[src/rtl/core/cfpr_pkg.sv]
// ----------------------------------------------------------------------------
// cfpr_pkg
// Types, constants and helpers shared by the clock face pixel renderer.
// ----------------------------------------------------------------------------
package cfpr_pkg;

	localparam int CoordW  = 4;
	localparam int HourW   = 5;
	localparam int TimeW   = 6;
	localparam int ChanW   = 8;
	localparam int CfgIdxW = 1;
	localparam int CfgDataW = 8;

	localparam logic [CfgIdxW-1:0] REG_COLOR_INDEX   = 1'd0;
	localparam logic [CfgIdxW-1:0] REG_GRADIENT_MODE = 1'd1;

	localparam logic [7:0] GRAD_RAINBOW = 8'd0;
	localparam logic [7:0] GRAD_WHITE   = 8'd1;
	localparam logic [7:0] GRAD_BLUE    = 8'd2;
	localparam logic [7:0] GRAD_WARM    = 8'd3;

	localparam logic [1:0] COLOR_INDEX_RST   = 2'd2;
	localparam logic [7:0] GRADIENT_MODE_RST = GRAD_RAINBOW;

	typedef struct packed {
		logic [CoordW-1:0] pixel_x;
		logic [CoordW-1:0] pixel_y;
		logic [HourW-1:0]  hour;
		logic [TimeW-1:0]  minute;
		logic [TimeW-1:0]  second;
	} in_req_t;

	typedef struct packed {
		logic [ChanW-1:0] red;
		logic [ChanW-1:0] green;
		logic [ChanW-1:0] blue;
	} rgb_t;

	typedef struct packed {
		logic [1:0] color_index;
		logic [7:0] gradient_mode;
	} cfg_t;

	localparam rgb_t RGB_BLACK  = '{8'd0,   8'd0,   8'd0};
	localparam rgb_t RGB_WHITE  = '{8'd255, 8'd255, 8'd255};
	localparam rgb_t RGB_RED    = '{8'd255, 8'd0,   8'd0};
	localparam rgb_t RGB_GREEN  = '{8'd0,   8'd255, 8'd0};
	localparam rgb_t RGB_BLUE   = '{8'd0,   8'd0,   8'd255};
	localparam rgb_t RGB_YELLOW = '{8'd255, 8'd255, 8'd0};
	localparam rgb_t RGB_CYAN   = '{8'd0,   8'd255, 8'd255};
	localparam rgb_t RGB_ORANGE = '{8'd255, 8'd165, 8'd0};
	localparam rgb_t RGB_VIOLET = '{8'd128, 8'd0,   8'd255};

	localparam rgb_t PALETTE [0:3] = '{RGB_GREEN, RGB_WHITE, RGB_CYAN, RGB_ORANGE};

	localparam logic [2:0] FONT_ROWS [0:9][0:4] = '{
		'{3'd7, 3'd5, 3'd5, 3'd5, 3'd7},
		'{3'd1, 3'd1, 3'd1, 3'd1, 3'd1},
		'{3'd7, 3'd1, 3'd7, 3'd4, 3'd7},
		'{3'd7, 3'd1, 3'd7, 3'd1, 3'd7},
		'{3'd5, 3'd5, 3'd7, 3'd1, 3'd1},
		'{3'd7, 3'd4, 3'd7, 3'd1, 3'd7},
		'{3'd7, 3'd4, 3'd7, 3'd5, 3'd7},
		'{3'd7, 3'd1, 3'd1, 3'd1, 3'd1},
		'{3'd7, 3'd5, 3'd7, 3'd5, 3'd7},
		'{3'd7, 3'd5, 3'd7, 3'd1, 3'd7}
	};

	// tens digit of a value below 60
	function automatic logic [3:0] tens_of(input logic [TimeW-1:0] v);
		logic [3:0] t;
		if (v < 6'd10)      t = 4'd0;
		else if (v < 6'd20) t = 4'd1;
		else if (v < 6'd30) t = 4'd2;
		else if (v < 6'd40) t = 4'd3;
		else if (v < 6'd50) t = 4'd4;
		else                t = 4'd5;
		return t;
	endfunction

	function automatic logic [3:0] ones_of(input logic [TimeW-1:0] v, input logic [3:0] t);
		logic [TimeW-1:0] r;
		r = v - TimeW'({t, 3'b000} + {t, 1'b0});
		return r[3:0];
	endfunction

	function automatic logic glyph_hit(input logic [3:0] d, input logic [CoordW-1:0] ox,
			input logic [CoordW-1:0] oy, input logic [CoordW-1:0] x,
			input logic [CoordW-1:0] y);
		logic [CoordW-1:0] col;
		logic [CoordW-1:0] row;
		logic [2:0]        bits;
		logic              hit;
		col = x - ox;
		row = y - oy;
		hit = 1'b0;
		if (d <= 4'd9 && x >= ox && y >= oy && col <= 4'd2 && row <= 4'd4) begin
			bits = FONT_ROWS[d][row[2:0]];
			hit  = bits[2'd2 - col[1:0]];
		end
		return hit;
	endfunction

endpackage

[src/rtl/core/cfpr_cfg.sv]
// ----------------------------------------------------------------------------
// cfpr_cfg
// Configuration registers: digit palette index and border gradient mode.
// ----------------------------------------------------------------------------
module cfpr_cfg (
	input  logic                           clk,
	input  logic                           arst_n,
	input  logic                           cfg_wen,
	input  logic [cfpr_pkg::CfgIdxW-1:0]  cfg_idx,
	input  logic [cfpr_pkg::CfgDataW-1:0] cfg_wdata,
	output cfpr_pkg::cfg_t                 cfg
);

	cfpr_pkg::cfg_t cfg_q;

	always_ff @(posedge clk or negedge arst_n) begin
		if (!arst_n) begin
			cfg_q.color_index   <= cfpr_pkg::COLOR_INDEX_RST;
			cfg_q.gradient_mode <= cfpr_pkg::GRADIENT_MODE_RST;
		end else if (cfg_wen) begin
			unique case (cfg_idx)
				cfpr_pkg::REG_COLOR_INDEX:   cfg_q.color_index   <= cfg_wdata[1:0];
				cfpr_pkg::REG_GRADIENT_MODE: cfg_q.gradient_mode <= cfg_wdata;
				default: ;
			endcase
		end
	end

	assign cfg = cfg_q;

endmodule

[src/rtl/core/cfpr_border.sv]
// ----------------------------------------------------------------------------
// cfpr_border
// Seconds sweep on the 60 perimeter pixels: sweep index, lit test, color.
// ----------------------------------------------------------------------------
module cfpr_border (
	input  logic [cfpr_pkg::CoordW-1:0] x,
	input  logic [cfpr_pkg::CoordW-1:0] y,
	input  logic [cfpr_pkg::TimeW-1:0]  sec,
	input  logic [7:0]                  gradient_mode,
	output logic                        on_edge,
	output cfpr_pkg::rgb_t              color
);

	logic [5:0] pos;
	logic [6:0] sum;
	logic [5:0] idx;
	cfpr_pkg::rgb_t grad;

	assign on_edge = (x == 4'd0) || (x == 4'd15) || (y == 4'd0) || (y == 4'd15);

	always_comb begin
		if (y == 4'd0)       pos = {2'b00, x};
		else if (y == 4'd15) pos = 6'd45 - {2'b00, x};
		else if (x == 4'd15) pos = 6'd15 + {2'b00, y};
		else                 pos = 6'd60 - {2'b00, y};
		sum = {1'b0, pos} + 7'd52;
		idx = (sum >= 7'd60) ? 6'(sum - 7'd60) : sum[5:0];
	end

	always_comb begin
		case (gradient_mode)
			cfpr_pkg::GRAD_RAINBOW: begin
				if (idx < 6'd15)      grad = cfpr_pkg::RGB_YELLOW;
				else if (idx < 6'd30) grad = cfpr_pkg::RGB_GREEN;
				else if (idx < 6'd45) grad = cfpr_pkg::RGB_BLUE;
				else                  grad = cfpr_pkg::RGB_RED;
			end
			cfpr_pkg::GRAD_BLUE: begin
				if (idx < 6'd20)      grad = cfpr_pkg::RGB_BLUE;
				else if (idx < 6'd40) grad = cfpr_pkg::RGB_CYAN;
				else                  grad = cfpr_pkg::RGB_VIOLET;
			end
			cfpr_pkg::GRAD_WARM: begin
				if (idx < 6'd20)      grad = cfpr_pkg::RGB_RED;
				else if (idx < 6'd40) grad = cfpr_pkg::RGB_ORANGE;
				else                  grad = cfpr_pkg::RGB_YELLOW;
			end
			cfpr_pkg::GRAD_WHITE: grad = cfpr_pkg::RGB_WHITE;
			default:              grad = cfpr_pkg::RGB_WHITE;
		endcase
		color = (idx <= sec) ? grad : cfpr_pkg::RGB_BLACK;
	end

endmodule

[src/rtl/core/cfpr_digits.sv]
// ----------------------------------------------------------------------------
// cfpr_digits
// Hour and minute glyphs in the 3x5 font plus the blinking colon.
// ----------------------------------------------------------------------------
module cfpr_digits (
	input  logic [cfpr_pkg::CoordW-1:0] x,
	input  logic [cfpr_pkg::CoordW-1:0] y,
	input  logic [cfpr_pkg::HourW-1:0]  hr,
	input  logic [cfpr_pkg::TimeW-1:0]  mn,
	input  logic                        sec_odd,
	input  logic [1:0]                  color_index,
	output cfpr_pkg::rgb_t              color
);

	logic [3:0] h_tens, h_ones, m_tens, m_ones;
	logic       hit;

	always_comb begin
		h_tens = cfpr_pkg::tens_of({1'b0, hr});
		h_ones = cfpr_pkg::ones_of({1'b0, hr}, h_tens);
		m_tens = cfpr_pkg::tens_of(mn);
		m_ones = cfpr_pkg::ones_of(mn, m_tens);
		hit = cfpr_pkg::glyph_hit(h_tens, 4'd6,  4'd2, x, y)
			|| cfpr_pkg::glyph_hit(h_ones, 4'd10, 4'd2, x, y)
			|| cfpr_pkg::glyph_hit(m_tens, 4'd6,  4'd9, x, y)
			|| cfpr_pkg::glyph_hit(m_ones, 4'd10, 4'd9, x, y)
			|| (!sec_odd && x == 4'd4 && (y == 4'd7 || y == 4'd9));
		color = hit ? cfpr_pkg::PALETTE[color_index] : cfpr_pkg::RGB_BLACK;
	end

endmodule

[src/rtl/core/clock_face_pixel_renderer.sv]
// ----------------------------------------------------------------------------
// clock_face_pixel_renderer
// Color of one pixel of a 16x16 clock face for a given time.
// ----------------------------------------------------------------------------
//  channel  | signals                        | payload
//  ---------+--------------------------------+---------------------------------
//  in       | in_valid / in_stall            | in_data  (x, y, hour, min, sec)
//  out      | out_valid / out_stall          | out_data (red, green, blue)
//  config   | cfg_wen, cfg_idx               | cfg_wdata
//
// Two register stages: request register, then result register; one request
// is taken every cycle while in_stall is low.
// in_stall rises only when both stages hold requests and out_stall is high.
// Reset clears both valid flags and loads color_index 2, gradient_mode 0.
// ----------------------------------------------------------------------------
module clock_face_pixel_renderer (
	input  logic                           clk,
	input  logic                           arst_n,
	input  logic                           in_valid,
	output logic                           in_stall,
	input  cfpr_pkg::in_req_t              in_data,
	output logic                           out_valid,
	input  logic                           out_stall,
	output cfpr_pkg::rgb_t                 out_data,
	input  logic                           cfg_wen,
	input  logic [cfpr_pkg::CfgIdxW-1:0]  cfg_idx,
	input  logic [cfpr_pkg::CfgDataW-1:0] cfg_wdata
);

	cfpr_pkg::cfg_t    cfg;
	cfpr_pkg::in_req_t req_s1;
	logic              vld_s1;
	cfpr_pkg::rgb_t    rgb_s2;
	logic              vld_s2;

	logic [cfpr_pkg::HourW-1:0] hr;
	logic [cfpr_pkg::TimeW-1:0] mn, sc;
	logic                       on_edge;
	cfpr_pkg::rgb_t             edge_rgb, digit_rgb, pix_rgb;
	logic                       s2_free;

	cfpr_cfg u_cfg (
		.clk       (clk),
		.arst_n    (arst_n),
		.cfg_wen   (cfg_wen),
		.cfg_idx   (cfg_idx),
		.cfg_wdata (cfg_wdata),
		.cfg       (cfg)
	);

	assign s2_free  = !vld_s2 || !out_stall;
	assign in_stall = vld_s1 && !s2_free;

	always_ff @(posedge clk or negedge arst_n) begin
		if (!arst_n) begin
			vld_s1 <= 1'b0;
		end else if (!in_stall) begin
			vld_s1 <= in_valid;
		end
	end

	always_ff @(posedge clk) begin
		if (in_valid && !in_stall) begin
			req_s1 <= in_data;
		end
	end

	// range reduction
	always_comb begin
		hr = (req_s1.hour >= 5'd24) ? 5'(req_s1.hour - 5'd24) : req_s1.hour;
		mn = (req_s1.minute >= 6'd60) ? 6'(req_s1.minute - 6'd60) : req_s1.minute;
		sc = (req_s1.second >= 6'd60) ? 6'(req_s1.second - 6'd60) : req_s1.second;
	end

	cfpr_border u_border (
		.x             (req_s1.pixel_x),
		.y             (req_s1.pixel_y),
		.sec           (sc),
		.gradient_mode (cfg.gradient_mode),
		.on_edge       (on_edge),
		.color         (edge_rgb)
	);

	cfpr_digits u_digits (
		.x           (req_s1.pixel_x),
		.y           (req_s1.pixel_y),
		.hr          (hr),
		.mn          (mn),
		.sec_odd     (sc[0]),
		.color_index (cfg.color_index),
		.color       (digit_rgb)
	);

	assign pix_rgb = on_edge ? edge_rgb : digit_rgb;

	always_ff @(posedge clk or negedge arst_n) begin
		if (!arst_n) begin
			vld_s2 <= 1'b0;
		end else if (s2_free) begin
			vld_s2 <= vld_s1;
		end
	end

	always_ff @(posedge clk) begin
		if (vld_s1 && s2_free) begin
			rgb_s2 <= pix_rgb;
		end
	end

	assign out_valid = vld_s2;
	assign out_data  = rgb_s2;

endmodule

[config.mk]
export PLATFORM = sky130hd
export DESIGN_NAME = clock_face_pixel_renderer
export DESIGN_NICKNAME = d
export VERILOG_FILES = /design/src/rtl/core/cfpr_pkg.sv /design/src/rtl/core/cfpr_cfg.sv /design/src/rtl/core/cfpr_border.sv /design/src/rtl/core/cfpr_digits.sv /design/src/rtl/core/clock_face_pixel_renderer.sv
export SDC_FILE = /design/constraint.sdc
export NUM_CORES = 1
export LEC_CHECK = 0
export BUFFER_PORTS_ARGS = -buffer_cell sky130_fd_sc_hd__buf_2
export CAP_MARGIN = 15
export CORE_MARGIN = 1.5
export CORE_UTILIZATION = 31
export CTS_CLUSTER_SIZE = 24
export DETAILED_ROUTE_END_ITERATION = 8
export SETUP_SLACK_MARGIN = 0.15
export SLEW_MARGIN = 20
export SYNTH_ARGS = -nofsm -noshare
export SYNTH_HDL_FRONTEND = slang
export SYNTH_SLANG_ARGS = --single-unit
[constraint.sdc]
create_clock -name clk -period 5.25 [get_ports clk]
set_input_delay 1.05 -clock clk [delete_from_list [all_inputs] [get_ports clk]]
set_output_delay 1.05 -clock clk [all_outputs]
set_load 0.01 [all_outputs]
==> run_summary.xml, run 1 <==
<?xml version="1.0" encoding="UTF-8"?>
<metrics>
  <group name="clocking">
    <metric name="root_buffer" unit="">clkbuf_16</metric>
    <metric name="post_cts_hold_buffer_count" unit="">0</metric>
    <metric name="cts_inserted_buffers" unit="">5</metric>
    <metric name="cts_sinks" unit="">42</metric>
    <metric name="clk_pin_slew_worst_paths" unit="ns">0.07</metric>
    <metric name="clock_latency_late_sink" unit="ns">0.29</metric>
    <metric name="max-clock-path-buffers" unit="">2</metric>
    <metric name="h-tree-depth" unit="">2</metric>
    <metric name="tritoncts" unit="">built</metric>
  </group>
  <group name="timing">
    <metric name="worst_clock_skew" unit="ns">0.00393</metric>
    <metric name="report.final.hold_viol_count" unit="">0</metric>
    <metric name="worstMarginPinSlew" unit="ns">0.754</metric>
    <metric name="rsz_0062_raised_after_global_routing" unit="">no</metric>
    <metric name="period_share" unit="%">90.4</metric>
    <metric name="fmax" unit="GHz">0.211</metric>
    <metric name="maxSlewViolCount" unit="">0</metric>
    <metric name="setup_tns" unit="ns">0</metric>
    <metric name="relSlewSlack" unit="%">49.3</metric>
    <metric name="setup-violations-final" unit="">0</metric>
    <metric name="timing.final.crit_period" unit="ns">4.75</metric>
  </group>
  <group name="floorplanning">
    <metric name="floorplan.die.width" unit="um">119</metric>
    <metric name="fp.coreArea" unit="um^2">13200</metric>
    <metric name="floorplan.io_pins" unit="">65</metric>
    <metric name="die_y" unit="um">119</metric>
    <metric name="die_area" unit="um^2">14200</metric>
    <metric name="core.rowCount" unit="">42</metric>
    <metric name="initial_core_util" unit="%">31.7</metric>
  </group>
  <group name="drt">
    <metric name="final_antenna_net_count" unit="">0</metric>
    <metric name="route.vias.total" unit="">3376</metric>
    <metric name="drt_iter0_markers" unit="">213</metric>
    <metric name="route.detailed.vias_per_inst" unit="">4.97</metric>
    <metric name="drt_wl_total" unit="mm">8.98</metric>
    <metric name="wire_per_inst" unit="um">13.2</metric>
    <metric name="drtPass1Iterations" unit="">5</metric>
    <metric name="post-route-drc-count" unit="">0</metric>
  </group>
  <group name="synth">
    <metric name="edff_count_synth" unit="">30</metric>
    <metric name="synth_area_leader_cell" unit="">edfxtp_1</metric>
    <metric name="synth.net_count" unit="">550</metric>
    <metric name="post_synth_num_cell_types" unit="">73</metric>
    <metric name="postSynthAreaPerCell" unit="um^2">9.18</metric>
    <metric name="synth_top_area_share" unit="%">21.6</metric>
    <metric name="yosysWarningCount" unit="">0</metric>
    <metric name="syn_area" unit="um^2">4180</metric>
    <metric name="synth_flop_cell" unit="">edfxtp_1</metric>
    <metric name="yosysMostFrequentCell" unit="">ha_1</metric>
    <metric name="postSynthRegisterBits" unit="">42</metric>
    <metric name="synthTopCellsByCount" unit="">ha_1, nand2_1, edfxtp_1, nor2_1, inv_1</metric>
    <metric name="seq_area_frac_synth" unit="%">28.8</metric>
    <metric name="syn-instance-count" unit="">455</metric>
    <metric name="synth.area.top_cells" unit="">edfxtp_1, ha_1, dfrtp_1</metric>
    <metric name="postSynth.asyncResetShare" unit="%">28.6</metric>
  </group>
  <group name="flow_run">
    <metric name="max_cap_viols" unit="">0</metric>
  </group>
  <group name="global_route">
    <metric name="grt_first_pass_wirelength" unit="mm">15.0</metric>
    <metric name="number_of_global_route_vias_before_repair" unit="">3236</metric>
    <metric name="antenna_found_initial" unit="">0</metric>
    <metric name="grt_use_total" unit="%">12.7</metric>
    <metric name="grt_start_max_net_pins" unit="">26</metric>
    <metric name="grt_remaining_overflow" unit="">0</metric>
  </group>
  <group name="setup_path">
    <metric name="critical-path-slowest-cell" unit="">or3b_2</metric>
    <metric name="rr_startpoint" unit="">req_s1[18]$_DFFE_PP_</metric>
    <metric name="setup.worst_path.end_class" unit="">register</metric>
    <metric name="cp-start-kind" unit="">register</metric>
    <metric name="worst_path_largest_cell_delay" unit="ns">0.55</metric>
    <metric name="critical_path.startpoint" unit="">req_s1[18]$_DFFE_PP_</metric>
    <metric name="worstPathArrival" unit="ns">4.91</metric>
    <metric name="kind_of_critical_path" unit="">register to register</metric>
    <metric name="critical_path.max_fanout" unit="">9</metric>
    <metric name="cp.required" unit="ns">5.41</metric>
    <metric name="worstRegToRegCells" unit="">19</metric>
    <metric name="critical_path_cell_by_cell" unit="">clkinvlp_4 -&gt; buf_4 -&gt; ha_1 -&gt; or3b_2 -&gt; a21oi_1 -&gt; ha_1 -&gt; a311o_1 -&gt; a21oi_2 -&gt; nor2_1 -&gt; a21oi_1 -&gt; ha_1 -&gt; o21a_1 -&gt; o21a_1 -&gt; o21ai_0 -&gt; nand2b_1 -&gt; a21oi_1 -&gt; o21a_1 -&gt; o311a_1 -&gt; or3b_1</metric>
  </group>
  <group name="layout">
    <metric name="insertedDiodeCount" unit="">0</metric>
    <metric name="final_layout_size_suffix_gt1_share" unit="%">21.5</metric>
    <metric name="area_growth_syn_to_layout" unit="%">13.3</metric>
    <metric name="final_net_count" unit="">597</metric>
    <metric name="design_area" unit="um^2">4730</metric>
    <metric name="nFillCells" unit="">1327</metric>
    <metric name="stdcell_count" unit="">679</metric>
  </group>
  <group name="power_and_ir_drop">
    <metric name="p_leak" unit="nW">2.07</metric>
    <metric name="vdd.ir_drop.worst" unit="V">0.000122</metric>
    <metric name="p_per_area" unit="nW/um^2">254</metric>
  </group>
  <group name="placement">
    <metric name="place.detailed.instances" unit="">669</metric>
    <metric name="numPortBuffers" unit="">64</metric>
    <metric name="dpl_cell_area" unit="um^2">4550</metric>
    <metric name="dp_hpwl" unit="mm">6.96</metric>
    <metric name="gp_congestion" unit="">0.843</metric>
  </group>
  <group name="status">
    <metric name="run_status" unit="">completed</metric>
  </group>
  <group name="hold_path">
    <metric name="min_path_type" unit="">register to register</metric>
    <metric name="whs_path_depth" unit="">1</metric>
    <metric name="timing.hold.worst.start" unit="">vld_s1$_DFFE_PN0N_</metric>
  </group>
</metrics>
## cell usage in the layout, fill, tap and decap left out, drive strengths merged, types with 9 or more instances in the layout
cell type	count
edfxtp	30
mux2i	11
ha	56
a21oi	23
nor2	29
nand3	11
dfrtp	11
mux2	11
nor3	9
xnor2	10
o21ai	24
buf	73
inv	31
nand2	41
## final timing paths
path                       slack, ns                        to
hold / removal                  0.49     out_valid$_DFFE_PN0N_
hold reg to reg                 0.49     out_valid$_DFFE_PN0N_
setup reg to reg                0.50    out_data[13]$_DFFE_PP_
max in group asynchronous       4.36  u_cfg.cfg[9]$_DFFE_PN1P_
setup / recovery                0.50    out_data[13]$_DFFE_PP_
min in group asynchronous       0.62        vld_s1$_DFFE_PN0N_
## per-stage QoR
stage | total power [mW] | setup slack [ns] | util, % | hold WS [ns]
finish | 1.20 | 0.502 | 35.9 | 0.488
global route | 1.28 | 0.131 | 35.9 | 0.514
CTS | 1.21 | 0.269 | 35.7 | 0.489
detailed placement | 0.876 | 0.317 | 34.5 | 0.473
global placement | 0.869 | 0.450 | 34.5 | 0.457
floorplan | 0.778 | 0.790 | - | 0.443
## cells by family (layout without fill, tap and decap cells)
family,Yosys count,after routing,share of synthesized area (%)
buffers and inverters,64,112,8.09
flip-flops,42,42,28.8
multiplexers,22,22,5.60
AND/OR/NAND/NOR,137,137,16.6
AO/OA/AOI/OAI,116,116,19.9
XOR/XNOR,18,18,4.23
adder cells (fa/ha/maj),56,56,16.8
## critical path, delay by kind of cell (launching register included)
family                     cells  cell delay (ns)
AOI/OAI and AO/OA             10             2.07
adders and majority gates      3             0.93
buffers and inverters          2             0.30
DFF                            1             0.52
and+or+nand+nor                4             0.80
## metal layers
layer	up-vias	wire, um	GRT usage [%]
met2	63	4180	20.8
met3	11	226	1.44
met4	0	172	3.99
met1	1563	4400	17.4
li1	1739	-	-
met5	-	0	0
## repair_timing
action                                  4_1_cts  5_1_grt
endpoints found under the setup margin        0        5
buffers inserted                              0        2
gates resized for setup                       0        3
## report_power, final
group	leakage (nW)	total (mW)	internal, mW	switching [mW]
combinational	1.57	0.454	0.190	0.264
sequential	0.427	0.422	0.393	0.0296
clock	0.0763	0.325	0.182	0.143
## sequential cells by signal (all words and copies together), names as in the netlist
signal     flops
out_valid      1
vld_s1         1
u_cfg.cfg     10
req_s1        25
out_data       5
## cell type report
| type | count | area (um^2) | share of cell area, % |
|---|---|---|---|
| timing repair buffer | 73 | 388 | 8.20 |
| clock inverter | 3 | 28.8 | 0.608 |
| clock buffer | 5 | 125 | 2.64 |
| inverter | 31 | 123 | 2.59 |
| multi-input combinational | 349 | 2640 | 55.9 |
| tap | 176 | 220 | 4.65 |
| sequential | 42 | 1200 | 25.4 |
Power figures use the tool's default switching activity.
==> inputs of run 2 (changes only) <==
--- a/config.mk
+++ b/config.mk
@@ -7,11 +7,13 @@
 export LEC_CHECK = 0
 export BUFFER_PORTS_ARGS = -buffer_cell sky130_fd_sc_hd__buf_2
 export CAP_MARGIN = 15
+export CORE_ASPECT_RATIO = 1.5
 export CORE_MARGIN = 1.5
 export CORE_UTILIZATION = 31
 export CTS_CLUSTER_SIZE = 24
 export DETAILED_ROUTE_END_ITERATION = 8
 export SETUP_SLACK_MARGIN = 0.15
+export SKIP_CTS_REPAIR_TIMING = 1
 export SLEW_MARGIN = 20
 export SYNTH_ARGS = -nofsm -noshare
 export SYNTH_HDL_FRONTEND = slang
==> constraint.sdc (replaced) <==
create_clock -name clk -period 4.3 [get_ports clk]
set_input_delay 0.86 -clock clk [delete_from_list [all_inputs] [get_ports clk]]
set_output_delay 0.86 -clock clk [all_outputs]
set_load 0.01 [all_outputs]
==> run 2 against run 1 <==
  * Register-to-register slack got worse by 0.27 ns
  * Count of clock-buffer cells in the layout did not move
  * Setup slack got worse by 0.27 ns
  * First-iteration DRC count is 24% lower
  * Hold slack got worse by 0.053 ns
  * Global-route usage increased by 1.9 points
  * Critical path type unchanged
  * Critical endpoint unchanged
==> run_summary.xml, run 2 (synthesis gave the netlist of run 1 again) <==
<?xml version="1.0" encoding="UTF-8"?>
<metrics>
  <group name="setup_path">
    <metric name="cp-start-kind" unit="">register</metric>
    <metric name="critical_path_cell_by_cell" unit="">buf_6 -&gt; ha_1 -&gt; a21oi_1 -&gt; nand2_1 -&gt; o21ai_2 -&gt; xnor2_1 -&gt; o21ai_1 -&gt; a21oi_2 -&gt; ha_4 -&gt; buf_4 -&gt; mux2_2 -&gt; a22oi_4 -&gt; xor2_4 -&gt; ha_4 -&gt; nand4_1 -&gt; nor2_1 -&gt; o21a_2 -&gt; o311a_1 -&gt; or3b_1</metric>
    <metric name="rr_startpoint" unit="">req_s1[19]$_DFFE_PP_</metric>
    <metric name="cpMostUsedCell" unit="">ha_4</metric>
    <metric name="worstPathArrival" unit="ns">4.10</metric>
    <metric name="critical_path_buf_inv_count" unit="">2</metric>
    <metric name="critical-path-slowest-cell" unit="">edfxtp_1</metric>
    <metric name="r2r_setup_slack" unit="ns">0.23</metric>
    <metric name="kind_of_critical_path" unit="">register to register</metric>
    <metric name="worst_path_dominant_cell_family" unit="">compound AO/OA/AOI/OAI gates</metric>
    <metric name="worst_path_largest_cell_delay" unit="ns">0.44</metric>
    <metric name="critical_path.max_fanout" unit="">8</metric>
    <metric name="critical_path.reg2reg.endpoint" unit="">out_data[13]$_DFFE_PP_</metric>
    <metric name="cp.required" unit="ns">4.34</metric>
    <metric name="worstRegToRegCells" unit="">19</metric>
    <metric name="setup.worst_path.end_class" unit="">register</metric>
  </group>
  <group name="drt">
    <metric name="drt_wl_total" unit="mm">10.6</metric>
    <metric name="wire_per_inst" unit="um">15.1</metric>
    <metric name="final_antenna_net_count" unit="">0</metric>
    <metric name="post-route-drc-count" unit="">0</metric>
    <metric name="route.detailed.vias_per_inst" unit="">5.32</metric>
    <metric name="drt_iter0_markers" unit="">161</metric>
    <metric name="route.vias.total" unit="">3709</metric>
    <metric name="drtPass1Iterations" unit="">4</metric>
  </group>
  <group name="status">
    <metric name="run_status" unit="">completed</metric>
  </group>
  <group name="power_and_ir_drop">
    <metric name="p_leak" unit="nW">2.25</metric>
    <metric name="p_per_area" unit="nW/um^2">300</metric>
    <metric name="vdd.ir_drop.worst" unit="V">0.000310</metric>
  </group>
  <group name="floorplanning">
    <metric name="floorplan.io_pins" unit="">65</metric>
    <metric name="die_y" unit="um">145</metric>
    <metric name="initial_core_util" unit="%">31.9</metric>
    <metric name="core.rowCount" unit="">51</metric>
    <metric name="floorplan.die.width" unit="um">97.8</metric>
    <metric name="die_area" unit="um^2">14200</metric>
    <metric name="fp.coreArea" unit="um^2">13100</metric>
  </group>
  <group name="timing">
    <metric name="worst_clock_skew" unit="ns">0.00724</metric>
    <metric name="worstMarginPinSlew" unit="ns">0.769</metric>
    <metric name="setup-violations-final" unit="">0</metric>
    <metric name="holdWs" unit="ns">0.435</metric>
    <metric name="report.final.hold_viol_count" unit="">0</metric>
    <metric name="relSlewSlack" unit="%">48.3</metric>
    <metric name="post_route_setup_slack" unit="ns">0.233</metric>
    <metric name="rsz_0062_raised_after_global_routing" unit="">no</metric>
    <metric name="maxSlewViolCount" unit="">0</metric>
    <metric name="period_share" unit="%">94.6</metric>
    <metric name="fmax" unit="GHz">0.246</metric>
    <metric name="timing.final.crit_period" unit="ns">4.07</metric>
  </group>
  <group name="clocking">
    <metric name="cts_sinks" unit="">42</metric>
    <metric name="h-tree-depth" unit="">2</metric>
    <metric name="max-clock-path-buffers" unit="">2</metric>
    <metric name="tritoncts" unit="">built</metric>
    <metric name="root_buffer" unit="">clkbuf_16</metric>
    <metric name="clk_pin_slew_worst_paths" unit="ns">0.06</metric>
    <metric name="cts_inserted_buffers" unit="">5</metric>
    <metric name="clock_latency_late_sink" unit="ns">0.29</metric>
  </group>
  <group name="placement">
    <metric name="place.detailed.instances" unit="">667</metric>
    <metric name="gp_congestion" unit="">0.913</metric>
    <metric name="dp_worst_setup_slack" unit="ns">-0.0193</metric>
    <metric name="numPortBuffers" unit="">64</metric>
    <metric name="dp_hpwl" unit="mm">8.28</metric>
  </group>
  <group name="global_route">
    <metric name="grt_start_max_net_pins" unit="">19</metric>
    <metric name="antenna_found_initial" unit="">0</metric>
    <metric name="number_of_global_route_vias_before_repair" unit="">3642</metric>
    <metric name="grt_first_pass_wirelength" unit="mm">17.1</metric>
    <metric name="grt_use_total" unit="%">14.6</metric>
    <metric name="grt_remaining_overflow" unit="">0</metric>
  </group>
  <group name="layout">
    <metric name="multi_input_comb_area" unit="um^2">2750</metric>
    <metric name="largest_reg_flops" unit="">25</metric>
    <metric name="final_cell_mix" unit="">buf_2, ha_1, buf_4</metric>
    <metric name="mostFrequentLayoutCell" unit="">buf_2</metric>
    <metric name="nFillCells" unit="">1274</metric>
    <metric name="area_growth_syn_to_layout" unit="%">22.0</metric>
    <metric name="final_net_count" unit="">632</metric>
    <metric name="final_layout_size_suffix_gt1_share" unit="%">31.0</metric>
    <metric name="stdcell_count" unit="">697</metric>
    <metric name="seq_area" unit="um^2">1200</metric>
    <metric name="insertedDiodeCount" unit="">0</metric>
    <metric name="registers.top_by_ff_count" unit="">req_s1</metric>
    <metric name="final_core_utilization" unit="%">38.9</metric>
  </group>
  <group name="flow_run">
    <metric name="max_cap_viols" unit="">0</metric>
  </group>
  <group name="hold_path">
    <metric name="min_path_type" unit="">input pin to asynchronous set/reset pin</metric>
  </group>
</metrics>
run 2: power breakdown:
| part | internal [mW] | switching (mW) | total [mW] |
|---|---|---|---|
| clock network | 0.215 | 0.159 | 0.374 |
| registers | 0.480 | 0.0352 | 0.515 |
| logic | 0.283 | 0.359 | 0.641 |
| total | 0.978 | 0.553 | 1.53 |
run 2: how the worst max path moves through the flow:
| stage | to | cells after the start | startpoint |
|---|---|---|---|
| finish | out_data[13]$_DFFE_PP_ | 19 | req_s1[19]$_DFFE_PP_ |
| global placement | out_data[13]$_DFFE_PP_ | 20 | req_s1[18]$_DFFE_PP_ |
| detailed placement | out_data[13]$_DFFE_PP_ | 20 | req_s1[18]$_DFFE_PP_ |
| global route | out_data[13]$_DFFE_PP_ | 21 | req_s1[19]$_DFFE_PP_ |
| CTS | out_data[13]$_DFFE_PP_ | 20 | req_s1[18]$_DFFE_PP_ |
| floorplan | out_data[13]$_DFFE_PP_ | 22 | req_s1[18]$_DFFE_PP_ |
run 2: cell type report:
class / count / area share [%]
Multi-Input combinational cell: 349 / 54.0
Timing Repair Buffer: 108 / 13.1
Sequential cell: 42 / 23.6
Clock inverter: 3 / 0.393
Clock buffer: 5 / 2.46
Tap cell: 159 / 3.90
Inverter: 31 / 2.60
run 2: layer usage:
| layer | up-vias | share of wire (%) | global-route usage, % |
|---|---|---|---|
| li1 | 1807 | - | - |
| met5 | - | 0 | 0 |
| met1 | 1792 | 37 | 14.9 |
| met4 | 0 | 2.3 | 5.57 |
| met2 | 94 | 58 | 29.2 |
| met3 | 16 | 3.3 | 1.83 |
run 2: stage by stage:
stage | power, mW | instance area [um^2] | TNS (ns)
5_1_grt | 1.64 | 5090 | 0
2_1_floorplan | 0.958 | 4230 | 0
3_3_place_gp | 1.10 | 4690 | 0
6_report | 1.53 | 5090 | 0
3_5_place_dp | 1.12 | 4690 | -0.0193
4_1_cts | 1.50 | 4830 | -0.0180
==> inputs of run 3 (changes only) <==
--- a/config.mk
+++ b/config.mk
@@ -12,7 +12,8 @@
 export CORE_UTILIZATION = 31
 export CTS_CLUSTER_SIZE = 24
 export DETAILED_ROUTE_END_ITERATION = 8
-export SETUP_SLACK_MARGIN = 0.15
+export PLACE_DENSITY_LB_ADDON = 0.3
+export SETUP_SLACK_MARGIN = 0.4
 export SKIP_CTS_REPAIR_TIMING = 1
 export SLEW_MARGIN = 20
 export SYNTH_ARGS = -nofsm -noshare
==> run 3 against run 2 <==
  * Core utilization up 0.22 points
  * Combinational power rose by 1%
  * Count of clock-buffer cells in the layout grew 2
  * Setup slack got worse by 0.0054 ns
  * Maximum frequency decreased by 0.13%
  * Sequential cell count stayed put
  * Highest routed layer unchanged
==> run_summary.xml, run 3 (synthesis gave the netlist of run 1 again) <==
<?xml version="1.0" encoding="UTF-8"?>
<metrics>
  <group name="global_route">
    <metric name="grt_remaining_overflow" unit="">0</metric>
    <metric name="grt_first_pass_wirelength" unit="mm">16.9</metric>
    <metric name="grt-busiest-layer" unit="">met2</metric>
    <metric name="grtUsageMet3" unit="%">1.49</metric>
    <metric name="grt_start_max_net_pins" unit="">18</metric>
    <metric name="global_route.usage.met1" unit="%">14.0</metric>
    <metric name="antenna_found_initial" unit="">0</metric>
    <metric name="grt_use_total" unit="%">14.5</metric>
    <metric name="globalRouteMet2Util" unit="%">29.5</metric>
    <metric name="number_of_global_route_vias_before_repair" unit="">3580</metric>
  </group>
  <group name="drt">
    <metric name="post-route-drc-count" unit="">0</metric>
    <metric name="route.detailed.vias_per_inst" unit="">5.33</metric>
    <metric name="drt_wl_total" unit="mm">10.6</metric>
    <metric name="drt_iter0_markers" unit="">210</metric>
    <metric name="final_antenna_net_count" unit="">0</metric>
    <metric name="drtPass1Iterations" unit="">5</metric>
    <metric name="wire_per_inst" unit="um">15.5</metric>
    <metric name="route.vias.total" unit="">3649</metric>
  </group>
  <group name="floorplanning">
    <metric name="die_area" unit="um^2">14200</metric>
    <metric name="die_y" unit="um">145</metric>
    <metric name="fp.coreArea" unit="um^2">13100</metric>
    <metric name="initial_core_util" unit="%">31.9</metric>
    <metric name="core.rowCount" unit="">51</metric>
    <metric name="floorplan.io_pins" unit="">65</metric>
    <metric name="floorplan.die.width" unit="um">97.8</metric>
  </group>
  <group name="layout">
    <metric name="mostFrequentLayoutCell" unit="">buf_2</metric>
    <metric name="final_net_count" unit="">619</metric>
    <metric name="design_area" unit="um^2">5120</metric>
    <metric name="area_growth_syn_to_layout" unit="%">22.7</metric>
    <metric name="registers.top_by_ff_count" unit="">req_s1</metric>
    <metric name="insertedDiodeCount" unit="">0</metric>
    <metric name="largest_reg_flops" unit="">25</metric>
    <metric name="final_layout_size_suffix_gt1_share" unit="%">30.5</metric>
    <metric name="final_cell_mix" unit="">buf_2, ha_1, nand2_1</metric>
    <metric name="final_core_utilization" unit="%">39.2</metric>
  </group>
  <group name="setup_path">
    <metric name="critical-path-slowest-cell" unit="">edfxtp_1</metric>
    <metric name="worstRegToRegCells" unit="">18</metric>
    <metric name="cp.required" unit="ns">4.33</metric>
    <metric name="kind_of_critical_path" unit="">register to register</metric>
    <metric name="critical_path.reg2reg.endpoint" unit="">out_data[13]$_DFFE_PP_</metric>
    <metric name="cp-start-kind" unit="">register</metric>
    <metric name="setup.worst_path.end_class" unit="">register</metric>
    <metric name="critical_path.max_fanout" unit="">7</metric>
    <metric name="cpMostUsedCell" unit="">ha_4</metric>
    <metric name="r2r_setup_slack" unit="ns">0.23</metric>
    <metric name="critical_path_buf_inv_count" unit="">2</metric>
    <metric name="worst_path_dominant_cell_family" unit="">compound AO/OA/AOI/OAI gates</metric>
    <metric name="rr_startpoint" unit="">req_s1[18]$_DFFE_PP_</metric>
    <metric name="worst_path_largest_cell_delay" unit="ns">0.48</metric>
    <metric name="worstPathArrival" unit="ns">4.11</metric>
    <metric name="critical_path_cell_by_cell" unit="">clkinv_4 -&gt; ha_4 -&gt; a21boi_2 -&gt; o21ai_1 -&gt; xnor2_1 -&gt; o21ai_2 -&gt; a21oi_4 -&gt; ha_4 -&gt; buf_4 -&gt; mux2_4 -&gt; a22oi_4 -&gt; xor2_4 -&gt; ha_4 -&gt; nand4_1 -&gt; nor2_1 -&gt; o21a_2 -&gt; o311a_1 -&gt; or3b_1</metric>
  </group>
  <group name="placement">
    <metric name="dp_hpwl" unit="mm">8.41</metric>
    <metric name="gp_congestion" unit="">0.876</metric>
    <metric name="numPortBuffers" unit="">64</metric>
    <metric name="dpl_cell_area" unit="um^2">4720</metric>
    <metric name="dp_worst_setup_slack" unit="ns">-0.0284</metric>
  </group>
  <group name="timing">
    <metric name="maxSlewViolCount" unit="">0</metric>
    <metric name="post_route_setup_slack" unit="ns">0.228</metric>
    <metric name="period_share" unit="%">94.7</metric>
    <metric name="rsz_0062_raised_after_global_routing" unit="">yes</metric>
    <metric name="worst_clock_skew" unit="ns">0.00585</metric>
    <metric name="report.final.hold_viol_count" unit="">0</metric>
    <metric name="fmax" unit="GHz">0.246</metric>
    <metric name="holdWs" unit="ns">0.434</metric>
    <metric name="setup-violations-final" unit="">0</metric>
    <metric name="worstMarginPinSlew" unit="ns">0.783</metric>
    <metric name="relSlewSlack" unit="%">47.3</metric>
    <metric name="timing.final.crit_period" unit="ns">4.07</metric>
  </group>
  <group name="power_and_ir_drop">
    <metric name="pwr-share-comb" unit="%">40.2</metric>
    <metric name="post-layout-total-power" unit="mW">1.61</metric>
    <metric name="internal-power" unit="mW">1.05</metric>
    <metric name="p_per_area" unit="nW/um^2">315</metric>
    <metric name="p_leak" unit="nW">2.21</metric>
    <metric name="pwr-share-seq" unit="%">32.0</metric>
    <metric name="power.share.switching" unit="%">34.9</metric>
    <metric name="clock_power_share" unit="%">27.9</metric>
    <metric name="power.switching" unit="mW">0.564</metric>
    <metric name="vdd.ir_drop.worst" unit="V">0.000252</metric>
  </group>
  <group name="status">
    <metric name="run_status" unit="">completed</metric>
  </group>
  <group name="clocking">
    <metric name="max-clock-path-buffers" unit="">2</metric>
    <metric name="tritoncts" unit="">built</metric>
    <metric name="cts_sinks" unit="">42</metric>
    <metric name="clock_latency_late_sink" unit="ns">0.29</metric>
    <metric name="clk_pin_slew_worst_paths" unit="ns">0.06</metric>
    <metric name="root_buffer" unit="">clkbuf_16</metric>
    <metric name="cts_inserted_buffers" unit="">5</metric>
    <metric name="h-tree-depth" unit="">2</metric>
  </group>
  <group name="flow_run">
    <metric name="max_cap_viols" unit="">0</metric>
  </group>
  <group name="hold_path">
    <metric name="min_path_type" unit="">input pin to asynchronous set/reset pin</metric>
  </group>
</metrics>
run 3: cell count changes in the layout (fill, tap and decap cells not counted), sizes merged:
cell and delta:
buf -13, clkbuf +2, clkinv -1, inv -1
run 3: worst max-delay path by stage:
stage,startpoint,end,cells past startpoint
floorplan,req_s1[18]$_DFFE_PP_,out_data[13]$_DFFE_PP_,18
global placement,req_s1[9]$_DFFE_PP_,out_data[22]$_DFFE_PP_,14
detailed placement,req_s1[18]$_DFFE_PP_,out_data[13]$_DFFE_PP_,21
CTS,req_s1[18]$_DFFE_PP_,out_data[13]$_DFFE_PP_,21
global route,req_s1[18]$_DFFE_PP_,out_data[13]$_DFFE_PP_,18
finish,req_s1[18]$_DFFE_PP_,out_data[13]$_DFFE_PP_,18
run 3: per-stage QoR:
stage	std cells	setup TNS, ns
after global routing	684	0
after CTS	670	-0.0325
after detailed placement	662	-0.0284
after floorplan	455	0
after global placement	662	0
final	684	0
run 3: per-layer routing:
metal	share of wire (%)	vias up	wire [um]
li1	-	1779	-
met1	37	1758	3960
met2	57	93	6080
met3	2.9	19	306
met4	2.7	0	283
met5	0	-	0
run 3: area by class of cell:
class	count	area, um^2
clock buffers	7	175
inverters	31	140
flip-flops and latches	42	1200
repair buffers	95	553
fillers	1290	7960
clock inverters	1	8.76
well taps	159	199
multi-input cells	349	2850
run 3: power groups by stage:
stage / Combinational (mW) / Sequential [mW] / Clock [mW]
CTS: 0.609 / 0.517 / 0.463
finish: 0.648 / 0.517 / 0.450
detailed placement: 0.603 / 0.525 / 0
global placement: 0.588 / 0.523 / 0
floorplan: 0.457 / 0.519 / 0
global route: 0.714 / 0.524 / 0.480
run 3: worst register-to-register path: stages (launching register included):
cell and delay [ns]:
edfxtp_1 0.48, clkinv_4 0.15, ha_4 0.19, a21boi_2 0.14
o21ai_1 0.08, xnor2_1 0.27, o21ai_2 0.11, a21oi_4 0.21
ha_4 0.24, buf_4 0.14, mux2_4 0.30, a22oi_4 0.22
xor2_4 0.20, ha_4 0.23, nand4_1 0.09, nor2_1 0.05
o21a_2 0.23, o311a_1 0.14, or3b_1 0.36
